**config.mk**
```make
export PLATFORM = sky130hd
export DESIGN_NAME = bfa_ffz
export DESIGN_NICKNAME = d
export VERILOG_FILES = /design/src/design/bfa_pkg.sv /design/src/design/bfa_ffz.sv
export SDC_FILE = /design/constraint.sdc
export NUM_CORES = 1
export LEC_CHECK = 0
export ABC_CLOCK_PERIOD_IN_PS = 1500
export BUFFER_PORTS_ARGS = -buffer_cell sky130_fd_sc_hd__buf_2
export CORE_UTILIZATION = 40
export DETAILED_ROUTE_END_ITERATION = 16
export GPL_TIMING_DRIVEN = 0
export PLACE_DENSITY = 0.85
export SYNTH_ARGS = -nofsm -noshare
export SYNTH_HDL_FRONTEND = slang
export SYNTH_SLANG_ARGS = --single-unit
```
**constraint.sdc**
```tcl
create_clock -name vclk -period 1.5
set_input_delay 0.075 -clock vclk [all_inputs]
set_output_delay 0.075 -clock vclk [all_outputs]
set_load 0.02 [all_outputs]
```
**src/design/bfa_pkg.sv**
```systemverilog
// shared constants and types of the bitmap frame allocator
// no dependencies
package bfa_pkg;

  localparam int POOL_WORDS_DEF = 1024;
  localparam int WORD_BITS      = 64;
  localparam int BIT_W          = 6;
  localparam int FRAME_SHIFT    = 12;
  localparam int FRAME_ADDR_W   = 32;
  localparam int ADDR_W         = 28;
  localparam int STATUS_W       = 2;
  localparam int COUNT_W        = 17;

  localparam logic REQ_ALLOC = 1'b0;
  localparam logic REQ_FREE  = 1'b1;

  typedef enum logic [STATUS_W-1:0] {
    ST_OK     = 2'd0,
    ST_NONE   = 2'd1,
    ST_RANGE  = 2'd2,
    ST_DOUBLE = 2'd3
  } status_t;

  typedef struct packed {
    logic             any_zero;
    logic [BIT_W-1:0] idx;
  } ffz_res_t;

endpackage

```
**src/design/bfa_ffz.sv**
```systemverilog
// find-first-zero unit, lowest clear bit of one bitmap word
// depends on bfa_pkg
module bfa_ffz (
  input  logic [bfa_pkg::WORD_BITS-1:0] word,
  output bfa_pkg::ffz_res_t             res
);
  always_comb begin
    res.any_zero = ~(&word);
    res.idx      = '0;
    // scan downwards so the lowest clear bit wins
    for (int i = bfa_pkg::WORD_BITS - 1; i >= 0; i--) begin
      if (!word[i]) begin
        res.idx = i[bfa_pkg::BIT_W-1:0];
      end
    end
  end
endmodule

```
# == Word-level counts from Yosys, hierarchy flattened ==
# Index checks and enable logic that the tools add are counted.
# totals
register_bits,0
latch_bits,0
mem_bits_rw,0
mem_bits_ro,0
inputBits,64
out_inout_bits,7
wordCells,66
memories,0
# op_classes
n_addsub,0
multipliers,0
n_div,0
order_cmp,0
eq_ne,0
n_shift,0
muxes,64
n_bitwise,1
n_reduce_logical,1
# op_table
operator,n
6-bit two-way mux,64
64-bit AND reduction,1
1-bit inverter,1

# == Depth between registers and ports, before layout ==
# depth
ltp_word,64
depth_mapped,6

# == Least setup slack after synthesis ==
# Ideal clock, no wire load.
# synth_path
path_type,input-to-output
startpoint,input port word[48] (netlist name)
endpoint,output port res[3] (netlist name)
arrival_ps,1511
required_ps,1425
slack_ps,-86
stages,6
path_buffers,0
path_cell_list,nand4_1 or2_0 nor2_1 o21ai_1 a311o_1 a311oi_1
# synth_lines
element,line,source
from (decl),bfa_ffz.sv:4,"input logic [bfa_pkg::WORD_BITS-1:0] word,"
to (decl),bfa_ffz.sv:5,output bfa_pkg::ffz_res_t res

==> results.py <==
metrics = {
    "finish": {
        "clockBufferCount": 0,
        "final_nets": 284,
        "areaGrowthSynthToFinish_pct": 55.0,
        "final_area_um2": 1220,
        "seqCellArea_um2": 0,
        "n_antenna_cell": 0,
        "design.seq.count": 0,
        "drive_above_1_share": 0.344,
    },
    "job": {
        "maxCapViolations": 0,
    },
    "detailed_routing": {
        "wire_per_inst_um": 11.6,
        "drt-initial-drc-count": 48,
        "wirelength_um": 2820,
        "viasPerCell": 5.72,
        "ant_nets": 0,
        "first_pass_iters": 4,
        "via_count": 1389,
        "drc": 0,
    },
    "sta": {
        "relSlewSlack": 0.741,
        "finalCritPeriodShare": 0.984,
        "rsz0062_at_grt": "yes",
        "fmax_ghz": 0.678,
        "hold_viol": 0,
        "tightest_slew_ns": 0.378,
        "slew_viol_final": 0,
        "hold_ws_ns": 0.622,
        "setup_violations": 0,
        "period_needed_ns": 1.48,
    },
    "die": {
        "fp-row-count": 15,
        "die_x_um": 46.4,
        "io_pins": 71,
        "die_h_um": 46.4,
        "start_util": 0.443,
        "dieArea_um2": 2160,
        "core_um2": 1780,
    },
    "critical_path": {
        "worstPathMaxFanout": 4,
        "worstPathArrival_ns": 1.40,
        "crit_required_ns": 1.42,
        "crit_type": "primary input to output pin",
        "slowest_stage": "a311o_1",
        "crit_path_start_kind": "primary input",
        "end_kind": "output pin",
        "cp_num_buf_inv": 2,
        "path_delay_family": "compound AO/OA/AOI/OAI gates",
        "crit_chain": "buf_8, nand4_1, or2_0, nor2_1, o21ai_1, a311o_1, a311oi_2, buf_4",
        "max_stage_delay_ns": 0.28,
    },
    "pwr": {
        "p_leak_nw": 0.595,
        "power.density_nw_per_um2": 205,
        "peakVddDrop_v": 0.000131,
    },
    "global_route": {
        "track_usage": 0.242,
        "grt.overflow.total": 0,
        "grt_pass1_vias": 1185,
        "antenna_found_initial": 0,
        "grt_max_degree": 6,
        "grt_pass1_wl_um": 4080,
    },
    "synthesis": {
        "syn_inst": 147,
        "synth.avg_cell_area_um2": 5.37,
        "synth_warnings": 0,
        "syn_area_um2": 790,
        "synth-seq-area-share": 0,
        "ys_types": 31,
        "synth_fp_nets": 211,
    },
    "placement": {
        "port_buffers": 71,
        "dp_hpwl_um": 2350,
        "gp_congestion": 0.813,
        "place_area_um2": 1180,
    },
    "worst_hold_path": {
        "min_to": "res[3]",
        "hold_path_class": "primary input to output pin",
        "hp-start": "word[4]",
        "hold_path_depth": 4,
    },
    "run_status": {
        "status": "finished, final reports clean",
    },
    "clock_tree": {
        "cts_hold_buf": 0,
    },
}
[synthesized netlist by cell type (2+ instances only)]
| library cell | n | share of area |
|---|---|---|
| a211oi_1 | 4 | 0.038 |
| a21boi_0 | 2 | 0.019 |
| a21o_1 | 3 | 0.029 |
| a21oi_1 | 9 | 0.057 |
| a311oi_1 | 2 | 0.022 |
| a31oi_1 | 4 | 0.032 |
| and3_1 | 3 | 0.024 |
| inv_1 | 11 | 0.052 |
| nand2_1 | 28 | 0.13 |
| nand2b_1 | 4 | 0.032 |
| nand3_1 | 9 | 0.057 |
| nand4_1 | 14 | 0.11 |
| nor2_1 | 16 | 0.076 |
| nor2b_1 | 2 | 0.016 |
| nor3_1 | 5 | 0.032 |
| o2111ai_1 | 2 | 0.022 |
| o21ai_0 | 14 | 0.089 |
| o31ai_1 | 2 | 0.019 |
[worst min-delay path: cells and delay by family]
kind / cells / cell delay, ns
simple gates: 1 / 0.13
buf+inv: 2 / 0.27
compound gates: 1 / 0.07
[layout make-up]
cell class / instances / area, µm²
well taps: 25 / 31.3
fillers: 161 / 559
multi-input cells: 136 / 759
repair buffers: 71 / 392
inverters: 11 / 41.3
[power breakdown]
group          switching [mW]  internal [mW]
Clock                       0              0
Sequential                  0              0
Combinational           0.136          0.115
Total                   0.136          0.115
[per-layer routing]
metal  global-route usage  wire (µm)  vias up
met2                0.519       1410       76
li1                     -          -      707
met3              0.00392        213        2
met5                    0          0        -
met4               0.0118          6        0
met1                0.261       1190      604
[how the worst max path moves through the flow]
stage / from / endpoint / slack (ns) / cells past startpoint
after floorplan: word[48] / res[3] / 0.07 / 6
after global placement: word[48] / res[3] / -0.11 / 8
after detailed placement: word[48] / res[3] / -0.13 / 8
after global routing: word[55] / res[3] / -0.06 / 8
final: word[55] / res[3] / 0.02 / 8
after CTS: word[55] / res[3] / 0.02 / 8
[cell usage in the layout (no fill, tap or decap)]
cell | synthesis | layout
a2bb2oi_1 | 1 | 1
nor3_1 | 5 | 5
a211oi_1 | 4 | 3
buf_8 | 0 | 1
and2b_2 | 1 | 1
a21boi_0 | 2 | 2
buf_4 | 0 | 3
a311oi_1 | 2 | 1
o211ai_1 | 1 | 1
buf_6 | 0 | 3
a2111oi_0 | 1 | 1
o21ai_0 | 14 | 14
and3_1 | 3 | 3
o21ai_1 | 1 | 1
a311oi_2 | 0 | 1
a21o_1 | 3 | 3
buf_2 | 0 | 64
inv_1 | 11 | 11
o21a_1 | 1 | 1
nor2_1 | 16 | 16
o2111ai_1 | 2 | 2
o31ai_1 | 2 | 2
o221ai_1 | 1 | 1
a21oi_1 | 9 | 9
a211oi_2 | 0 | 1
nand4b_1 | 1 | 1
nand3_1 | 9 | 9
or2_0 | 1 | 1
nand4_1 | 14 | 14
and4_1 | 1 | 1
a311o_1 | 1 | 1
nor4_1 | 1 | 1
nor2b_1 | 2 | 2
a31oi_1 | 4 | 4
nor3_4 | 1 | 1
nand2_1 | 28 | 28
nand2b_1 | 4 | 4
[metrics by stage]
stage                     setup WS, ns  power, mW  instances  setup TNS (ns)   util
after floorplan                 0.0705     0.0905        147               0      -
after global placement          -0.114      0.226        243          -0.114  0.663
after detailed placement        -0.127      0.234        243          -0.127  0.663
after CTS                       0.0191      0.235        243               0  0.665
after global routing           -0.0607      0.277        243         -0.0607  0.686
final                           0.0245      0.251        243               0  0.686
[timing repair]
item	CTS	global route
buffers inserted	0	0
resized for setup	1	9
endpoints found under the setup margin	1	2
pin swaps	3	0
[cells by family after synthesis]
kind of cell	share of synthesized area
buffers and inverters	0.0523
AND/OR/NAND/NOR	0.550
AO/OA/AOI/OAI	0.398
No activity file was read; power rests on OpenSTA's default activity.
